===== src/design/fqe_pkg.sv =====
// Package for the fault qualifier with warning escalation.
// Holds sizes, operation and register codes, and the transfer structs.
// No dependencies.
`timescale 1ns / 1ps

package fqe_pkg;

   localparam int CHANNELS   = 16;
   localparam int TIME_BITS  = 32;
   localparam int COUNT_BITS = 8;
   localparam int CH_BITS    = 4;
   localparam int CSR_BITS   = 32;
   localparam int CSR_IDX_BITS = 2;

   typedef enum logic [1:0] {
      FUNC_POLL  = 2'd0,
      FUNC_CLEAR = 2'd1,
      FUNC_CHECK = 2'd2
   } func_type;

   typedef enum logic [CSR_IDX_BITS-1:0] {
      CSR_CHANNEL_ENABLE     = 2'd0,
      CSR_HOLD_TIME          = 2'd1,
      CSR_WARNINGS_TO_LATCH  = 2'd2,
      CSR_WARNING_RESET_TIME = 2'd3
   } csr_index_type;

   typedef struct packed {
      logic [1:0]           func;
      logic [TIME_BITS-1:0] now_tick;
      logic [CHANNELS-1:0]  fault_bits;
      logic [CH_BITS-1:0]   channel;
   } req_type;

   typedef struct packed {
      logic [CHANNELS-1:0] error_flags;
      logic [CHANNELS-1:0] warning_flags;
      logic                check_state;
   } rsp_type;

   typedef struct packed {
      logic err;
      logic warn;
      logic check;
   } lane_result_type;

endpackage


===== src/design/fqe_merge.sv =====
// Merge stage: gathers the lane results into one response and holds it.
// Depends on fqe_pkg.
`timescale 1ns / 1ps

module fqe_merge
   import fqe_pkg::*;
(
   input  logic            clock,
   input  logic            reset,
   input  logic            exec,
   input  lane_result_type lanes [CHANNELS],
   input  logic            rsp_stall,
   output logic            rsp_valid,
   output rsp_type         rsp_data
);

   logic    valid_ff, valid_in;
   rsp_type data_ff, data_in;

   always_comb begin
      data_in.check_state = 1'b0;
      for (int c = 0; c < CHANNELS; c++) begin
         data_in.error_flags[c]   = lanes[c].err;
         data_in.warning_flags[c] = lanes[c].warn;
         data_in.check_state      = data_in.check_state | lanes[c].check;
      end
   end

   always_comb begin
      valid_in = valid_ff;
      if (exec) begin
         valid_in = 1'b1;
      end else if (!rsp_stall) begin
         valid_in = 1'b0;
      end
   end

   always_ff @(posedge clock) begin
      if (reset) begin
         valid_ff <= 1'b0;
      end else begin
         valid_ff <= valid_in;
      end
   end

   always_ff @(posedge clock) begin
      if (exec) begin
         data_ff <= data_in;
      end
   end

   assign rsp_valid = valid_ff;
   assign rsp_data  = data_ff;

endmodule


===== config.mk =====
export PLATFORM = sky130hd
export DESIGN_NAME = fqe_merge
export DESIGN_NICKNAME = d
export VERILOG_FILES = /design/src/design/fqe_pkg.sv /design/src/design/fqe_merge.sv
export SDC_FILE = /design/constraint.sdc
export NUM_CORES = 1
export LEC_CHECK = 0
export BUFFER_PORTS_ARGS = -buffer_cell sky130_fd_sc_hd__clkbuf_2
export CAP_MARGIN = 25
export CORE_ASPECT_RATIO = 0.6
export CORE_UTILIZATION = 33
export CTS_CLUSTER_DIAMETER = 50
export CTS_CLUSTER_SIZE = 14
export DETAILED_ROUTE_END_ITERATION = 16
export PLACE_DENSITY = 0.73
export SYNTH_ARGS = -nofsm -noshare
export SYNTH_HDL_FRONTEND = slang
export SYNTH_SLANG_ARGS = --single-unit
export TNS_END_PERCENT = 30

===== constraint.sdc =====
create_clock -name clock -period 0.8 [get_ports clock]
set_input_delay 0.04 -clock clock [delete_from_list [all_inputs] [get_ports clock]]
set_output_delay 0.04 -clock clock [all_outputs]
set_load 0.01 [all_outputs]

==> results.json, run 1 <==
{
  "switchingPower_mw": 0.830,
  "cts.sinks": 34,
  "pwr-share-clk": 0.417,
  "avgSynthCellArea_um2": 25.6,
  "gp_congestion": 0.727,
  "drt_iter0_drc": 20,
  "internal_power_mw": 3.73,
  "grt_pass1_wl_mm": 4.02,
  "slew_headroom": 0.841,
  "seq_area_frac_synth": 0.962,
  "port-buffer-count": 85,
  "worst_path_largest_cell_delay_ps": 390,
  "viasPerCell": 4.14,
  "use_met3": 0.0885,
  "max-cap-violations": 0,
  "ys_ff_latch": 34,
  "coreArea_um2": 2950,
  "ant_nets": 0,
  "fin_area_um2": 2040,
  "fin_crit_sh": 1.07,
  "clk_pin_slew_worst_paths_ps": 70,
  "yosysWarnings": 0,
  "place_area_um2": 1570,
  "antenna_found_initial": 0,
  "crit_buf_inv": 1,
  "synthCells": 41,
  "leakage_nw": 0.919,
  "cp_data_arrival_time_ps": 810,
  "firstDrtPassIters": 3,
  "cts_root_buf": "clkbuf_8",
  "rr_worst_depth": 2,
  "diodes": 0,
  "synth_top_area_cell": "edfxtp_1",
  "cp_num_cells": 1,
  "drc": 0,
  "power_frac_comb": 0.114,
  "avgRoutedWirePerCell_um": 12.9,
  "failed_checks": "negative setup slack",
  "areaGrowthSynthToFinish_pct": 94.4,
  "grt_max_degree": 18,
  "powerDensity_nw_per_um2": 2230,
  "grt_use_met2": 0.319,
  "min_delay_path_depth": 3,
  "slowest_stage": "edfxtp_1",
  "critPathMaxFanout": 1,
  "critical_path_class": "flip-flop to output port",
  "min_period_ps": 853,
  "start_kind": "flip-flop",
  "yosys.cell_types.count": 6,
  "timing.final.max_slew_violations": 0,
  "drive_gt1_frac": 0.568,
  "grt_setup_unrepaired": "true",
  "tns_ps": -416,
  "nets": 220,
  "dp_slack_ps": 8.92,
  "die_h_um": 45.7,
  "syn-cell-area_um2": 1050,
  "start_util": 0.357,
  "cts_buffers": 5,
  "grt_use_met1": 0.164,
  "fin_ws_ps": -53.2,
  "first_global_vias": 948,
  "io_pins": 86,
  "grtUsageTotal": 0.177,
  "status": "finished, violations left",
  "hold_viol": 0,
  "seq_power_share": 0.470,
  "overflow": 0,
  "syn-num-nets": 93,
  "finClkSkew_ps": 0,
  "htree_levels": 2,
  "num_rows": 15,
  "fmaxAchievable_ghz": 1.17,
  "busiest_layer": "met2",
  "ir_drop_mv": 1.18,
  "post-dp-hpwl_mm": 1.64,
  "synth_top_area_share": 0.943,
  "path_delay_family": "flip-flops",
  "wl_mm": 2.71,
  "clk-insertion-delay-late_ps": 270,
  "vias": 874,
  "clockBufferDepth": 2,
  "worst_setup_path_end_kind": "output port",
  "p_sw_frac": 0.182,
  "cts_tree": "yes",
  "path_cells": "clkbuf_2",
  "setup_violations": 27,
  "worst_pin_slew_ps": 236,
  "required_ps": 760,
  "dieArea_um2": 3420,
  "die_w_um": 74.9,
  "netlist_top_cells_area": "edfxtp_1 94%, nor4_1 2.4%, dfxtp_1 1.9%, nand4_1 0.60%, a21oi_1 0.48%",
  "min_path_type": "input pin to flip-flop"
}
## kinds of logic after synthesis
family | count (synthesis) | synth area share
simple gates | 6 | 0.0333
compound gates | 1 | 0.00476
flops | 34 | 0.962
## flip-flops by register name, summed over array words and instances, names as in the netlist
signal and count:
rsp_data 33, rsp_valid 1
## worst min-delay path, stage by stage
cell      delay [ps]
clkbuf_2          80
a21oi_1           60
nor2_1           100
## placed cells by master (no fill, tap or decap)
master         netlist  routed
nor4_1               4       4
buf_2                0       2
a21oi_1              1       1
dfxtp_2              0       1
buf_12               0       2
nor2_1               1       1
dlygate4sd3_1        0      33
bufinv_16            0       2
clkbuf_8             0       6
clkbuf_2             0      83
edfxtp_1            33      33
nand4_1              1       1
## synthesized netlist by cell type
library cell and number:
a21oi_1 1, nor4_1 4, nand4_1 1, nor2_1 1, dfxtp_1 1, edfxtp_1 33
## through the flow
stage	util	std cells	total power, mW	hold slack (ps)
floorplan	-	41	2.26	112
global placement	0.532	170	2.55	200
detailed placement	0.532	170	2.57	217
CTS	0.693	211	4.60	24.7
global route	0.693	211	4.72	33.1
finish	0.693	211	4.56	43.4
## final timing paths
kind,start,endpoint,slack (ps)
max,rsp_data[2],rsp_data[2],-50
min reg2reg,rsp_valid,rsp_valid,520
min,rsp_stall,rsp_valid,40
max reg2reg,rsp_valid,rsp_valid,170
## power groups by stage
| stage | combinational, mW | sequential [mW] | clock, mW |
|---|---|---|---|
| 5_1_grt | 0.561 | 2.15 | 2.01 |
| 3_3_place_gp | 0.378 | 2.17 | 0 |
| 4_1_cts | 0.511 | 2.14 | 1.94 |
| 2_1_floorplan | 0.00644 | 2.26 | 0 |
| 6_report | 0.518 | 2.14 | 1.90 |
| 3_5_place_dp | 0.386 | 2.18 | 0 |
## what timing repair did
| action | in CTS | in global routing |
|---|---|---|
| hold buffers | 33 | 0 |
| resized for setup | 0 | 3 |
| setup endpoints to repair | 33 | 34 |
| hold endpoints to repair | 33 | 0 |
| pin swaps | 0 | 0 |
| buffers inserted | 0 | 0 |
## cell type report
| class | instances | area [µm²] |
|---|---|---|
| Sequential cell | 34 | 1010 |
| Tap cell | 42 | 52.6 |
| Multi-Input combinational cell | 7 | 40.0 |
| Clock inverter | 2 | 60.1 |
| Fill cell | 207 | 903 |
| Clock buffer | 6 | 82.6 |
| Timing Repair Buffer | 120 | 796 |
## routing by layer
layer / part of all wire / wire, µm / up-vias
met2: 0.54 / 1460 / 48
met1: 0.35 / 954 / 397
met3: 0.085 / 231 / 8
met5: 0 / 0 / -
met4: 0.025 / 68 / 0
li1: - / - / 421
Power figures use the tool's default switching activity.
==> inputs of run 2 (changes only) <==
--- a/config.mk
+++ b/config.mk
@@ -13,6 +13,7 @@
 export CTS_CLUSTER_SIZE = 14
 export DETAILED_ROUTE_END_ITERATION = 16
 export PLACE_DENSITY = 0.73
+export SETUP_SLACK_MARGIN = 0.1
 export SYNTH_ARGS = -nofsm -noshare
 export SYNTH_HDL_FRONTEND = slang
 export SYNTH_SLANG_ARGS = --single-unit
==> run 2 against run 1 <==
The flow still finishes with violations (negative setup slack). Non-clock buffer count unchanged. Die area is the same. Global-route usage rose by 0.090 points. Clock-buffer cell count unchanged. Final cell count did not move. Wire length grew 0.99%. First-iteration DRC count up 10%. Critical path depth did not move. Clock power hardly changed. Largest cell class unchanged.
==> results.json, run 2 (synthesized netlist as in run 1, its figures left out) <==
{
  "seq_power_share": 0.468,
  "die_w_um": 74.9,
  "slew_headroom": 0.841,
  "layout_common_cells": "83 x clkbuf_2, 33 x dlygate4sd3_1, 33 x edfxtp_1, 6 x clkbuf_8, 4 x nor4_1",
  "htree_levels": 2,
  "start_kind": "flip-flop",
  "power_frac_comb": 0.114,
  "clk-insertion-delay-late_ps": 270,
  "wl_mm": 2.74,
  "path_cells": "clkbuf_2",
  "cts_tree": "yes",
  "finClkSkew_ps": 0,
  "worst_setup_path_end_kind": "output port",
  "min_path_type": "input pin to flip-flop",
  "switchingPower_mw": 0.842,
  "grtUsageTotal": 0.178,
  "internal_power_mw": 3.74,
  "startpoint": "rsp_data[11]",
  "dieArea_um2": 3420,
  "failed_checks": "negative setup slack",
  "antenna_found_initial": 0,
  "grt_max_degree": 18,
  "viasPerCell": 4.19,
  "clockBufferDepth": 2,
  "powerDensity_nw_per_um2": 2230,
  "crit_buf_inv": 1,
  "largest_register_ffs": 33,
  "first_global_vias": 909,
  "cp_data_arrival_time_ps": 810,
  "critical_path_class": "flip-flop to output port",
  "rr_worst_depth": 2,
  "diodes": 0,
  "gp_congestion": 0.727,
  "io_pins": 86,
  "fmaxAchievable_ghz": 1.18,
  "firstDrtPassIters": 3,
  "clk_pin_slew_worst_paths_ps": 70,
  "rr_startpoint": "rsp_valid",
  "timing.final.max_slew_violations": 0,
  "worst_path_largest_cell_delay_ps": 380,
  "r2r-end": "rsp_valid",
  "dp_slack_ps": 8.92,
  "status": "finished, violations left",
  "ir_drop_mv": 1.36,
  "cts.sinks": 34,
  "coreArea_um2": 2950,
  "crit_path_end": "rsp_data[11]",
  "path_delay_family": "flip-flops",
  "rrSetupSlack_ps": 110,
  "leakage_nw": 0.920,
  "areaGrowthSynthToFinish_pct": 95.0,
  "slowest_stage": "edfxtp_1",
  "fin_ws_ps": -47.8,
  "overflow": 0,
  "cts_buffers": 5,
  "min_delay_path_depth": 3,
  "min_period_ps": 848,
  "ant_nets": 0,
  "final_common_cell": "clkbuf_2",
  "port-buffer-count": 85,
  "nets": 220,
  "worst_pin_slew_ps": 236,
  "setup_violations": 30,
  "start_util": 0.357,
  "drive_gt1_frac": 0.568,
  "post-dp-hpwl_mm": 1.64,
  "die_h_um": 45.7,
  "grt_setup_unrepaired": "true",
  "cp_num_cells": 1,
  "vias": 884,
  "drc": 0,
  "max-cap-violations": 0,
  "cts_root_buf": "clkbuf_8",
  "avgRoutedWirePerCell_um": 13.0,
  "p_sw_frac": 0.184,
  "num_rows": 15,
  "power_mw": 4.58,
  "fin_crit_sh": 1.06,
  "drt_iter0_drc": 22,
  "required_ps": 760,
  "critPathMaxFanout": 1,
  "hold_viol": 0,
  "grt_pass1_wl_mm": 4.02,
  "pwr-share-clk": 0.418
}
run 2: area by class of cell:
cell class / instances / area (µm²)
clock buffers: 6 / 82.6
well taps: 42 / 52.6
fillers: 205 / 897
repair buffers: 120 / 802
clock inverters: 2 / 60.1
multi-input cells: 7 / 40.0
flip-flops and latches: 34 / 1010
run 2: worst register-to-register path, stage by stage (launching register included):
cell and delay (ps):
dfxtp_2 340, a21oi_1 150, nor2_1 80
run 2: worst min-delay path by stage:
stage,start,to,slack (ps)
finish,lanes[9],rsp_data[0],40
global route,lanes[6],rsp_data[0],30
CTS,rsp_stall,rsp_valid,20
detailed placement,reset,rsp_valid,220
global placement,reset,rsp_valid,200
floorplan,reset,rsp_valid,110
run 2: power by group through the flow:
| stage | Clock [mW] | Combinational [mW] | Sequential [mW] |
|---|---|---|---|
| after floorplan | 0 | 0.00644 | 2.26 |
| after global placement | 0 | 0.378 | 2.17 |
| after detailed placement | 0 | 0.386 | 2.18 |
| after CTS | 1.94 | 0.511 | 2.14 |
| after global routing | 2.02 | 0.565 | 2.15 |
| final | 1.91 | 0.523 | 2.14 |
run 2: what timing repair did:
item,in CTS,in global routing
endpoints found under the hold margin,33,0
hold buffers,33,0
gates resized for setup,1,3
setup buffers,0,0
endpoints found under the setup margin,34,35
run 2: per-layer routing:
layer	part of all wire	wire length [µm]	global-route usage	vias to the layer above
li1	-	-	-	422
met2	0.53	1450	0.312	47
met5	0	0	0	-
met3	0.084	229	0.0885	6
met4	0.018	49	0.109	0
met1	0.37	1010	0.173	409
run 2: through the flow:
stage | setup TNS (ps) | util | instance area [µm²] | instances | hold WS (ps)
2_1_floorplan | 0 | - | 1050 | 41 | 112
3_3_place_gp | 0 | 0.532 | 1570 | 170 | 200
3_5_place_dp | 0 | 0.532 | 1570 | 170 | 217
4_1_cts | -741 | 0.693 | 2040 | 211 | 24.6
5_1_grt | -1870 | 0.696 | 2050 | 211 | 28.2
6_report | -504 | 0.696 | 2050 | 211 | 42.3
