==> config.mk <==
export PLATFORM = sky130hd
export DESIGN_NAME = fqe_lane
export DESIGN_NICKNAME = d
export VERILOG_FILES = /design/src/design/fqe_pkg.sv /design/src/design/fqe_lane.sv
export SDC_FILE = /design/constraint.sdc
export NUM_CORES = 1
export LEC_CHECK = 0
export CAP_MARGIN = 20
export CORE_MARGIN = 2
export CORE_UTILIZATION = 55
export CTS_CLUSTER_SIZE = 16
export DETAILED_ROUTE_END_ITERATION = 12
export DONT_BUFFER_PORTS = 1
export PLACE_DENSITY = 0.7
export SETUP_SLACK_MARGIN = 0.4
export SLEW_MARGIN = 20
export SYNTH_ARGS = -nofsm -noshare
export SYNTH_HDL_FRONTEND = slang
export SYNTH_SLANG_ARGS = --single-unit
==> constraint.sdc <==
create_clock -name clock -period 12.35 [get_ports clock]
set_input_delay 0.6175 -clock clock [delete_from_list [all_inputs] [get_ports clock]]
set_output_delay 0.6175 -clock clock [all_outputs]
set_load 0.005 [all_outputs]
==> src/design/fqe_pkg.sv <==
// Package for the fault qualifier with warning escalation.
// Holds sizes, operation and register codes, and the transfer structs.
// No dependencies.
`timescale 1ns / 1ps

package fqe_pkg;

   localparam int CHANNELS   = 16;
   localparam int TIME_BITS  = 32;
   localparam int COUNT_BITS = 8;
   localparam int CH_BITS    = 4;
   localparam int CSR_BITS   = 32;
   localparam int CSR_IDX_BITS = 2;

   typedef enum logic [1:0] {
      FUNC_POLL  = 2'd0,
      FUNC_CLEAR = 2'd1,
      FUNC_CHECK = 2'd2
   } func_type;

   typedef enum logic [CSR_IDX_BITS-1:0] {
      CSR_CHANNEL_ENABLE     = 2'd0,
      CSR_HOLD_TIME          = 2'd1,
      CSR_WARNINGS_TO_LATCH  = 2'd2,
      CSR_WARNING_RESET_TIME = 2'd3
   } csr_index_type;

   typedef struct packed {
      logic [1:0]           func;
      logic [TIME_BITS-1:0] now_tick;
      logic [CHANNELS-1:0]  fault_bits;
      logic [CH_BITS-1:0]   channel;
   } req_type;

   typedef struct packed {
      logic [CHANNELS-1:0] error_flags;
      logic [CHANNELS-1:0] warning_flags;
      logic                check_state;
   } rsp_type;

   typedef struct packed {
      logic err;
      logic warn;
      logic check;
   } lane_result_type;

endpackage

==> src/design/fqe_lane.sv <==
// One channel lane: holds the channel's qualification state and updates it.
// Depends on fqe_pkg.
`timescale 1ns / 1ps

module fqe_lane
   import fqe_pkg::*;
(
   input  logic                  clock,
   input  logic                  reset,
   input  logic                  exec,
   input  logic [1:0]            func,
   input  logic [TIME_BITS-1:0]  now_tick,
   input  logic                  enable,
   input  logic                  fault,
   input  logic                  sel,
   input  logic [TIME_BITS-1:0]  hold_time,
   input  logic [COUNT_BITS-1:0] warnings_to_latch,
   input  logic [TIME_BITS-1:0]  warning_reset_time,
   output lane_result_type       result
);

   logic                  err_ff, err_in;
   logic                  warn_ff, warn_in;
   logic                  pend_ff, pend_in;
   logic [COUNT_BITS-1:0] cnt_ff, cnt_in;
   logic [TIME_BITS-1:0]  lgt_ff, lgt_in;
   logic [TIME_BITS-1:0]  lrt_ff, lrt_in;

   logic                  active;
   logic                  held;
   logic                  report;
   logic                  latch;
   logic                  reset_hit;
   logic                  check;
   logic [COUNT_BITS-1:0] cnt_inc;
   logic [TIME_BITS-1:0]  good_age;
   logic [TIME_BITS-1:0]  report_age;

   assign active     = !err_ff && enable && !pend_ff;
   assign good_age   = now_tick - lgt_ff;
   assign report_age = now_tick - lrt_ff;
   assign held       = good_age >= hold_time;
   assign report     = active && fault && held;
   assign cnt_inc    = (cnt_ff == '1) ? cnt_ff : cnt_ff + COUNT_BITS'(1);
   assign latch      = cnt_inc >= warnings_to_latch;
   // a fresh report leaves an age of zero
   assign reset_hit  = report ? (warning_reset_time == '0) : (report_age >= warning_reset_time);

   always_comb begin
      err_in  = err_ff;
      warn_in = warn_ff;
      pend_in = pend_ff;
      cnt_in  = cnt_ff;
      lgt_in  = lgt_ff;
      lrt_in  = lrt_ff;
      check   = 1'b0;
      unique case (func)
         FUNC_POLL: begin
            if (active && !fault) begin
               lgt_in = now_tick;
            end
            if (report) begin
               lrt_in = now_tick;
               if (latch) begin
                  err_in  = 1'b1;
                  warn_in = 1'b0;
                  cnt_in  = '0;
               end else begin
                  warn_in = 1'b1;
                  pend_in = 1'b1;
                  cnt_in  = cnt_inc;
               end
            end
            if (reset_hit) begin
               warn_in = 1'b0;
               cnt_in  = '0;
               pend_in = 1'b0;
            end
         end
         FUNC_CLEAR: begin
            lgt_in  = now_tick;
            pend_in = 1'b0;
            err_in  = 1'b0;
         end
         FUNC_CHECK: begin
            if (sel) begin
               if (err_ff) begin
                  check = 1'b1;
               end else if (enable && fault) begin
                  err_in = 1'b1;
                  check  = 1'b1;
               end
            end
         end
         default: begin
         end
      endcase
   end

   always_ff @(posedge clock) begin
      if (reset) begin
         err_ff  <= 1'b0;
         warn_ff <= 1'b0;
         pend_ff <= 1'b0;
         cnt_ff  <= '0;
         lgt_ff  <= '0;
         lrt_ff  <= '0;
      end else if (exec) begin
         err_ff  <= err_in;
         warn_ff <= warn_in;
         pend_ff <= pend_in;
         cnt_ff  <= cnt_in;
         lgt_ff  <= lgt_in;
         lrt_ff  <= lrt_in;
      end
   end

   assign result.err   = err_in;
   assign result.warn  = warn_in;
   assign result.check = check;

endmodule

==> impl_metrics.tcl, run 1 <==
set metrics [dict create \
    outcome "finished clean" \
    drv_cap 0 \
    synth_edf_count 0 \
    period_needed_ps 6090 \
    htreeDepth 3 \
    fin_crit_sh 0.493 \
    grt_pass1_vias 6490 \
    coreArea_mm2 0.0139 \
    rsz0062_at_grt "no" \
    fin_area_mm2 0.00831 \
    required_ps 11730 \
    synthTopCellsByCount "inv_1 (143), ha_1 (135), a21oi_1 (108)" \
    holdWs_ps 328 \
    critPathLaunchType "input pin" \
    clkSinkCount 75 \
    path_common_cell "o21ai_2" \
    path_clk_slew_ps 70 \
    drive_above_1_share 0.0331 \
    die_w_um 124 \
    synth_area_leaders "ha_1 (21%), dfxtp_1 (19%), a21oi_1 (6.9%)" \
    fmax_ghz 0.164 \
    fin_skew_ps 9.17 \
    ant_nets 0 \
    yosysTopAreaCell "ha_1" \
    relSlewSlack 0.301 \
    ys_ff_latch 75 \
    drcViolationCount 0 \
    max_stage_delay_ps 560 \
    avgSynthCellArea_um2 7.61 \
    ys.flop_type "dfxtp_1" \
    yosysSeqAreaShare 0.191 \
    start_util 0.564 \
    gp_congestion 0.841 \
    grt_pass1_wl_um 30100 \
    diodes 0 \
    post_drt_via_cell_ratio 5.70 \
    async_flop_share 0 \
    reg2reg_depth 22 \
    clockRootBuffer "clkbuf_16" \
    syn_nets 1283 \
    wl_um 18400 \
    worstSetupEndpointType "output port" \
    worstHoldPathType "in -> reg" \
    cp_max_fo 4 \
    finalHoldViolations 0 \
    cts_tree "done" \
    vias 6877 \
    row_count 43 \
    final_nets 1271 \
    port_buffers 0 \
    wl_per_cell_um 15.3 \
    hold_depth 1 \
    finalMaxSlewViolations 0 \
    drt_iter0_markers 316 \
    slowest_stage "a31oi_1" \
    antenna_found_initial 0 \
    synth.most_common_cell "inv_1" \
    die_h_um 124 \
    layout_setup_ws_ps 6260 \
    dieArea_mm2 0.0153 \
    place_area_mm2 0.00799 \
    cts_hold_buf 0 \
    syn_to_final_growth_pct 5.70 \
    syn_area_mm2 0.00787 \
    firstDrtPassIters 5 \
    cts_buffers 9 \
    finalPower_uw 795 \
    boundaryPins 115 \
    yosysUniqueCellTypes 66 \
    ys_warn_count 0 \
    hpwl_um 14800 \
    ctsResizeCount 0 \
    critPathKind "in -> out" \
    clock_path_buffers 2 \
    arrival_ps 5480 \
    finalSetupViolCount 0 \
    grt_use_total 0.250 \
    p_leak_nw 3.85 \
    overflow 0 \
    dp_slack_ps 6390 \
    netlist_instances 1034 \
    clk_latency_ps 350 \
    power.density_mw_per_mm2 95.6 \
    ir_worst_vdd_v 0.0000539 \
    path_cells "inv_1, ha_1, inv_1, fa_1, a211oi_2, o21ai_2, o21ai_2, o21ai_2, a2111o_1, and3_4, a41o_1, a21oi_2, nand2b_1, mux2i_1, ha_1, nand4_1, or2_1, o22ai_1, a21oi_1, o211ai_1, a31oi_1, o31ai_1, o41ai_1" \
    setup-tns-final_ps 0 \
    grt_max_degree 70 \
    synth_top_area_frac 0.215 \
    tightest_slew_ps 1050 \
    postCtsSetupRepairBufs 0 \
]
[placed cells by master, fill, tap and decap left out, types with 3 or more instances in the layout]
cell type / n
a211o_1: 3
a211oi_1: 6
a21o_1: 52
a21oi_1: 108
a31oi_1: 12
a32o_1: 6
and3_1: 3
clkbuf_16: 9
dfxtp_1: 75
ha_1: 135
inv_1: 143
inv_6: 3
mux2i_1: 32
nand2_1: 97
nand2b_1: 19
nand3_1: 19
nand4_1: 17
nor2_1: 74
nor2b_1: 10
nor3_1: 10
nor4_1: 12
o211ai_1: 7
o21a_1: 10
o21ai_0: 22
o21ai_1: 17
o21ai_2: 3
o21bai_1: 7
or2_2: 4
xnor2_1: 44
xor2_1: 20
[critical path: cells and delay by family]
kind | cells | cell delay (ps)
muxes | 1 | 260
buffers and inverters | 2 | 150
and+or+nand+nor | 4 | 590
AOI/OAI and AO/OA | 13 | 2930
adders and majority gates | 3 | 890
[logic make-up after synthesis]
| family | share of synthesized area |
|---|---|
| multiplexers | 0.0422 |
| adder cells (fa/ha/maj) | 0.220 |
| XOR/XNOR | 0.0713 |
| AO/OA/AOI/OAI | 0.228 |
| buffers and inverters | 0.0824 |
| flip-flops | 0.191 |
| AND/OR/NAND/NOR | 0.165 |
[where the power goes]
| group | internal (mW) | switching (mW) |
|---|---|---|
| logic | 0.113 | 0.138 |
| clock network | 0.179 | 0.115 |
| registers | 0.247 | 0.00281 |
[sequential cells by signal, summed over array words and instances (netlist names)]
signal	cells
err_ff	1
lgt_ff	32
pend_ff	1
cnt_ff	8
warn_ff	1
lrt_ff	32
[final timing paths]
kind	startpoint	endpoint	slack [ps]
max reg2reg	lgt_ff[0]$_SDFFE_PP0P_	lrt_ff[5]$_SDFFE_PP0P_	6680
max	now_tick[0]	result[1]	6260
min	reset	err_ff$_SDFFE_PP0P_	330
min reg2reg	lgt_ff[12]$_SDFFE_PP0P_	lgt_ff[12]$_SDFFE_PP0P_	450
[through the flow]
step | utilization | std cells
after global routing | 0.597 | 1207
after floorplan | - | 1034
after detailed placement | 0.573 | 1191
after CTS | 0.597 | 1207
after global placement | 0.573 | 1191
final | 0.597 | 1207
[cell type report]
class	count	area, µm²
clock inverter	7	98.8
fill	1345	5620
clock buffer	9	225
tap	180	225
multi-input combinational	792	5720
sequential	75	1500
inverter	143	537
timing repair buffer	1	7.51
[layer usage]
metal | vias to the layer above | part of all wire | global-route usage
met4 | 0 | 0.015 | 0.0732
li1 | 3577 | - | -
met2 | 184 | 0.43 | 0.385
met5 | - | 0 | 0
met3 | 19 | 0.074 | 0.0664
met1 | 3097 | 0.49 | 0.343
(Power assumes the default switching activity.)
==> run 2: changes to the inputs <==
--- a/config.mk
+++ b/config.mk
@@ -5,6 +5,7 @@
 export SDC_FILE = /design/constraint.sdc
 export NUM_CORES = 1
 export LEC_CHECK = 0
+export ABC_AREA = 1
 export CAP_MARGIN = 20
 export CORE_MARGIN = 2
 export CORE_UTILIZATION = 55
==> constraint.sdc (replaced) <==
create_clock -name clock -period 6.2 [get_ports clock]
set_input_delay 0.31 -clock clock [delete_from_list [all_inputs] [get_ports clock]]
set_output_delay 0.31 -clock clock [all_outputs]
set_load 0.005 [all_outputs]
==> run 2 against run 1 <==
Against the previous run:
- largest power group is now combinational logic
- sequential share of layout area shrank 0.96 points
- sequential cell count unchanged
- first-iteration DRC count is 24% higher
- critical path depth is 3 higher
- sequential power grew 100%
- global-route usage down 0.30 points
- synthesized area up 6.2%
- clock skew down 4.8 ps
- synthesized cell count increased by 20%
- combinational power rose to 2.7 times the previous value
==> impl_metrics.tcl, run 2 <==
set metrics [dict create \
    outcome "finished clean" \
    largest_registers "lgt_ff x32, lrt_ff x32, cnt_ff x8" \
    p_clk_frac 0.304 \
    cts_tree "done" \
    diodes 0 \
    seq_area_mm2 0.00150 \
    reg2reg_to "lrt_ff[24]$_SDFFE_PP0P_" \
    synth_top_area_frac 0.202 \
    gp_congestion 0.916 \
    syn_to_final_growth_pct 5.15 \
    required_ps 5890 \
    final_nets 1481 \
    synthTopCellsByCount "inv_1 (228), a21oi_1 (186), nand2_1 (181)" \
    netlist_instances 1244 \
    p_int_mw 1.07 \
    grt_pass1_vias 7104 \
    fin_crit_sh 0.722 \
    port_buffers 0 \
    yosysSeqAreaShare 0.180 \
    worst-path-buf-inv 1 \
    fin_skew_ps 4.35 \
    syn_nets 1493 \
    vias 7727 \
    drcViolationCount 0 \
    hpwl_um 16800 \
    p_leak_nw 4.08 \
    fmax_ghz 0.223 \
    tightest_slew_ps 772 \
    dieArea_mm2 0.0162 \
    max_stage_delay_ps 390 \
    ctsResizeCount 0 \
    clk_latency_ps 330 \
    clockRootBuffer "clkbuf_16" \
    wl_um 20000 \
    multi_input_area_mm2 0.00587 \
    grt_use_met2 0.429 \
    critPathTopFamily "simple AND/OR/NAND/NOR gates" \
    yosysTopAreaCell "ha_1" \
    min_from "reset" \
    wl_per_cell_um 14.0 \
    cts_buffers 9 \
    finalMaxSlewViolations 0 \
    synth_area_leaders "ha_1 (20%), dfxtp_1 (18%), a21oi_1 (11%)" \
    syn_area_mm2 0.00835 \
    power.density_mw_per_mm2 193 \
    final_common_cell "inv_1" \
    ys_ff_latch 75 \
    pwr-share-comb 0.398 \
    overflow 0 \
    synth_edf_count 0 \
    critPathLaunch "lgt_ff[0]$_SDFFE_PP0P_" \
    die_w_um 127 \
    avgSynthCellArea_um2 6.71 \
    cp_max_fo 11 \
    arrival_ps 4170 \
    setup-tns-final_ps 0 \
    relSlewSlack 0.483 \
    row_count 45 \
    clock_path_buffers 2 \
    fillers 1509 \
    place_area_mm2 0.00848 \
    async_flop_share 0 \
    pwr-share-seq 0.298 \
    swShare 0.371 \
    postCtsSetupRepairBufs 0 \
    drive_above_1_share 0.0485 \
    path_clk_slew_ps 60 \
    cts_hold_buf 0 \
    top_usage_layer "met2" \
    ys_warn_count 0 \
    ir_worst_vdd_v 0.000248 \
    synth.most_common_cell "inv_1" \
    htreeDepth 3 \
    drt_iter0_markers 392 \
    die_h_um 127 \
    drv_cap 0 \
    rsz0062_at_grt "no" \
    grt_use_total 0.247 \
    r2r-start "lgt_ff[0]$_SDFFE_PP0P_" \
    grt_max_degree 65 \
    antenna_found_initial 0 \
    firstDrtPassIters 5 \
    critPathKind "reg -> out" \
    most-common-layout-cells "inv_1 (228), a21oi_1 (186), nand2_1 (181), ha_1 (135), o21ai_0 (96)" \
    use_met3 0.0645 \
    fin_area_mm2 0.00878 \
    worstSetupEndpointType "output port" \
    worstHoldPathType "in -> reg" \
    ys.flop_type "dfxtp_1" \
    finalPower_mw 1.70 \
    clkSinkCount 75 \
    path_common_cell "nand2_1" \
    met1_usage 0.308 \
    slowest_stage "fa_1" \
    critPathLaunchType "flop" \
    holdPathEnd "cnt_ff[2]$_SDFFE_PP0P_" \
    ant_nets 0 \
    start_util 0.555 \
    post_drt_via_cell_ratio 5.42 \
    reg2reg_slack_ps 1930 \
    hold_depth 1 \
    finalHoldViolations 0 \
    grt_pass1_wl_um 33000 \
    yosysUniqueCellTypes 51 \
    period_needed_ps 4480 \
    power_switching_uw 630 \
    coreArea_mm2 0.0150 \
    finalSetupViolCount 0 \
    boundaryPins 115 \
    reg2reg_depth 24 \
]
[run 2: cell count changes after synthesis, sizes merged, moves of 8 or more]
cell,change
nor3,+9
a211oi,-8
a21oi,+83
nand4,+13
mux2i,-32
nand2b,-19
nor2b,-10
xor2,+27
inv,+88
nand3,+18
a21o,-50
xnor2,-27
nand2,+92
o21ai,+76
[run 2: how the worst max path moves through the flow]
stage | endpoint | slack [ps] | depth (start not counted)
floorplan | result[1] | 2440 | 27
global placement | lrt_ff[27]$_SDFFE_PP0P_ | 1600 | 23
detailed placement | lrt_ff[24]$_SDFFE_PP0P_ | 1380 | 25
CTS | lrt_ff[24]$_SDFFE_PP0P_ | 1470 | 24
global route | result[1] | 1400 | 24
finish | result[1] | 1720 | 26
[run 2: logic make-up after synthesis]
family | Yosys count | synth area share
buf+inv | 256 | 0.118
flops | 75 | 0.180
fa+ha+maj | 137 | 0.207
simple gates | 360 | 0.198
xor+xnor | 64 | 0.0671
compound gates | 352 | 0.230
[run 2: cell type report]
| type | count | area share |
|---|---|---|
| clock buffers | 9 | 0.0256 |
| inverters | 231 | 0.0987 |
| repair buffers | 2 | 0.00171 |
| well taps | 188 | 0.0268 |
| multi-input cells | 913 | 0.668 |
| flip-flops and latches | 75 | 0.171 |
| clock inverters | 7 | 0.00784 |
[run 2: power groups by stage]
stage          sequential, mW  combinational, mW  clock (mW)
5_1_grt                 0.508              0.781       0.548
3_3_place_gp            0.517              0.663           0
2_1_floorplan           0.516              0.545           0
4_1_cts                 0.506              0.677       0.524
3_5_place_dp            0.517              0.672           0
6_report                0.506              0.676       0.515
[run 2: through the flow]
stage,cells,util,setup slack [ps],hold WS [ps]
4_1_cts,1425,0.584,1470,29.0
3_3_place_gp,1409,0.564,1600,382
2_1_floorplan,1244,-,2440,427
3_5_place_dp,1409,0.564,1380,383
5_1_grt,1425,0.584,1400,21.6
6_report,1425,0.584,1720,38.7
[run 2: layer usage]
layer | routed length [µm] | share of wire
met1 | 9010 | 0.45
met2 | 9580 | 0.48
met3 | 1070 | 0.053
met4 | 354 | 0.018
met5 | 0 | 0
==> run 3: changes to the inputs <==
--- a/config.mk
+++ b/config.mk
@@ -12,7 +12,7 @@
 export CTS_CLUSTER_SIZE = 16
 export DETAILED_ROUTE_END_ITERATION = 12
 export DONT_BUFFER_PORTS = 1
-export PLACE_DENSITY = 0.7
+export PLACE_DENSITY = 0.73
 export SETUP_SLACK_MARGIN = 0.4
 export SLEW_MARGIN = 20
 export SYNTH_ARGS = -nofsm -noshare
==> constraint.sdc (replaced) <==
create_clock -name clock -period 3.63 [get_ports clock]
set_input_delay 0.1815 -clock clock [delete_from_list [all_inputs] [get_ports clock]]
set_output_delay 0.1815 -clock clock [all_outputs]
set_load 0.005 [all_outputs]
==> run 3 against run 2 <==
Against the previous run:
- the flow now finishes with violations (setup timing)
- first-iteration DRC count rose by 4.1%
- cell count increased by 5.6%
- register-to-register slack got worse by 2200 ps
- clock skew up 5.7 ps
- setup slack got worse by 2000 ps
- sequential share of layout area shrank 2.4 points
- total power grew 99%
- critical path type is now reg -> reg
==> impl_metrics.tcl, run 3 (same netlist as run 2, synthesis figures left out) <==
set metrics [dict create \
    fillers 1271 \
    cts_buffers 9 \
    start_util 0.555 \
    fin_skew_ps 10.0 \
    clk_latency_ps 340 \
    critPathKind "reg -> reg" \
    violations "setup timing" \
    fmax_ghz 0.255 \
    post_drt_via_cell_ratio 5.68 \
    diodes 0 \
    path_clk_slew_ps 70 \
    syn_to_final_growth_pct 22.3 \
    antenna_found_initial 0 \
    die_w_um 127 \
    swShare 0.363 \
    dp.cells 1455 \
    outcome "finished, violations left" \
    holdWs_ps 11.2 \
    period_needed_ps 3920 \
    drive_above_1_share 0.195 \
    finalSetupViolCount 44 \
    grt_use_total 0.272 \
    finalPower_mw 3.37 \
    seq_area_mm2 0.00150 \
    clockRootBuffer "clkbuf_16" \
    stdcell_count 1505 \
    max_stage_delay_ps 340 \
    multi_input_area_mm2 0.00655 \
    htreeDepth 3 \
    required_ps 3850 \
    wl_um 23600 \
    die_h_um 127 \
    final_nets 1561 \
    tightest_slew_ps 845 \
    power.density_mw_per_mm2 330 \
    ant_nets 0 \
    most-common-layout-cells "inv_1 (223), nand2_1 (167), a21oi_1 (159), ha_1 (120), dfxtp_1 (73)" \
    slowest_stage "dfxtp_2" \
    vias 8546 \
    critPathTopFamily "simple AND/OR/NAND/NOR gates" \
    coreArea_mm2 0.0150 \
    drcViolationCount 0 \
    p_leak_nw 4.66 \
    dieArea_mm2 0.0162 \
    finalHoldViolations 0 \
    critPathLaunchType "flop" \
    arrival_ps 4140 \
    p_int_mw 2.15 \
    finalMaxSlewViolations 0 \
    setup-tns-final_ps -10340 \
    dp_slack_ps -54.8 \
    fin_area_mm2 0.0102 \
    drt_iter0_markers 408 \
    fin_crit_sh 1.08 \
    fin_util 0.679 \
    worstHoldPathType "in -> reg" \
    cp_max_fo 8 \
    port_buffers 0 \
    grt_pass1_vias 7889 \
    rsz0062_at_grt "yes" \
    boundaryPins 115 \
    gp_congestion 0.913 \
    overflow 0 \
    row_count 45 \
    worstSetupEndpointType "flop" \
    p_clk_frac 0.305 \
    final_common_cell "inv_1" \
    grt_pass1_wl_um 36500 \
    hpwl_um 17200 \
    clkSinkCount 75 \
    worst-path-buf-inv 4 \
    clock_path_buffers 2 \
    firstDrtPassIters 5 \
    cts_tree "done" \
    pwr-share-comb 0.438 \
    relSlewSlack 0.434 \
    ir_worst_vdd_v 0.000236 \
    grt_max_degree 65 \
    place_area_mm2 0.00893 \
    largest_registers "lgt_ff x32, lrt_ff x32, cnt_ff x8" \
    pwr-share-seq 0.257 \
    drv_cap 0 \
    wl_per_cell_um 15.7 \
    layout_setup_ws_ps -293 \
    power_switching_mw 1.22 \
]
==> run 3: cell count changes in the layout (fill, tap and decap cells not counted), moves of 8 or more <==
cell and change:
buf_4 +66, ha_1 -15, a21oi_2 +22, nand3_2 +8, o21ai_2 +29, nand2_1 -14, o21ai_0 -30, nand2_2 +10
nand3_1 -10, ha_4 +13, a21oi_1 -27
==> run 3: cell type report <==
cell class | count | area share
flip-flops and latches | 75 | 0.147
inverters | 231 | 0.0849
well taps | 188 | 0.0230
clock inverters | 7 | 0.0114
repair buffers | 82 | 0.0704
multi-input cells | 913 | 0.641
clock buffers | 9 | 0.0221
==> run 3: timing repair <==
action                     in CTS  in global routing
buffers inserted               19                  7
setup endpoints to repair      45                 45
hold endpoints to repair        9                  0
pin swaps                      31                 14
resized for setup              79                 76
cloned                          0                  6
hold buffers                    2                  0
==> run 3: path summary, 6_finish.rpt <==
path	start	endpoint	slack (ps)	cells after the start
setup / recovery	lgt_ff[0]$_SDFFE_PP0P_	lrt_ff[12]$_SDFFE_PP0P_	-290	25
hold / removal	now_tick[29]	lrt_ff[29]$_SDFFE_PP0P_	10	2
setup reg to reg	lgt_ff[0]$_SDFFE_PP0P_	lrt_ff[12]$_SDFFE_PP0P_	-290	25
hold reg to reg	lgt_ff[3]$_SDFFE_PP0P_	lgt_ff[3]$_SDFFE_PP0P_	460	2
==> run 3: power by group through the flow <==
| stage | Clock (mW) | Combinational, mW | Sequential, mW |
|---|---|---|---|
| 6_report | 1.03 | 1.48 | 0.867 |
| 5_1_grt | 1.06 | 1.66 | 0.869 |
| 3_3_place_gp | 0 | 1.20 | 0.882 |
| 3_5_place_dp | 0 | 1.23 | 0.884 |
| 2_1_floorplan | 0 | 0.946 | 0.881 |
| 4_1_cts | 1.03 | 1.36 | 0.866 |
==> run 3: per-layer routing <==
metal  GRT usage  vias to the layer above  wire [µm]
li1            -                     4324          -
met3      0.0297                       45       1080
met1       0.367                     3909      10800
met5           0                        -          0
met4      0.0763                        0        670
met2       0.461                      268      11100
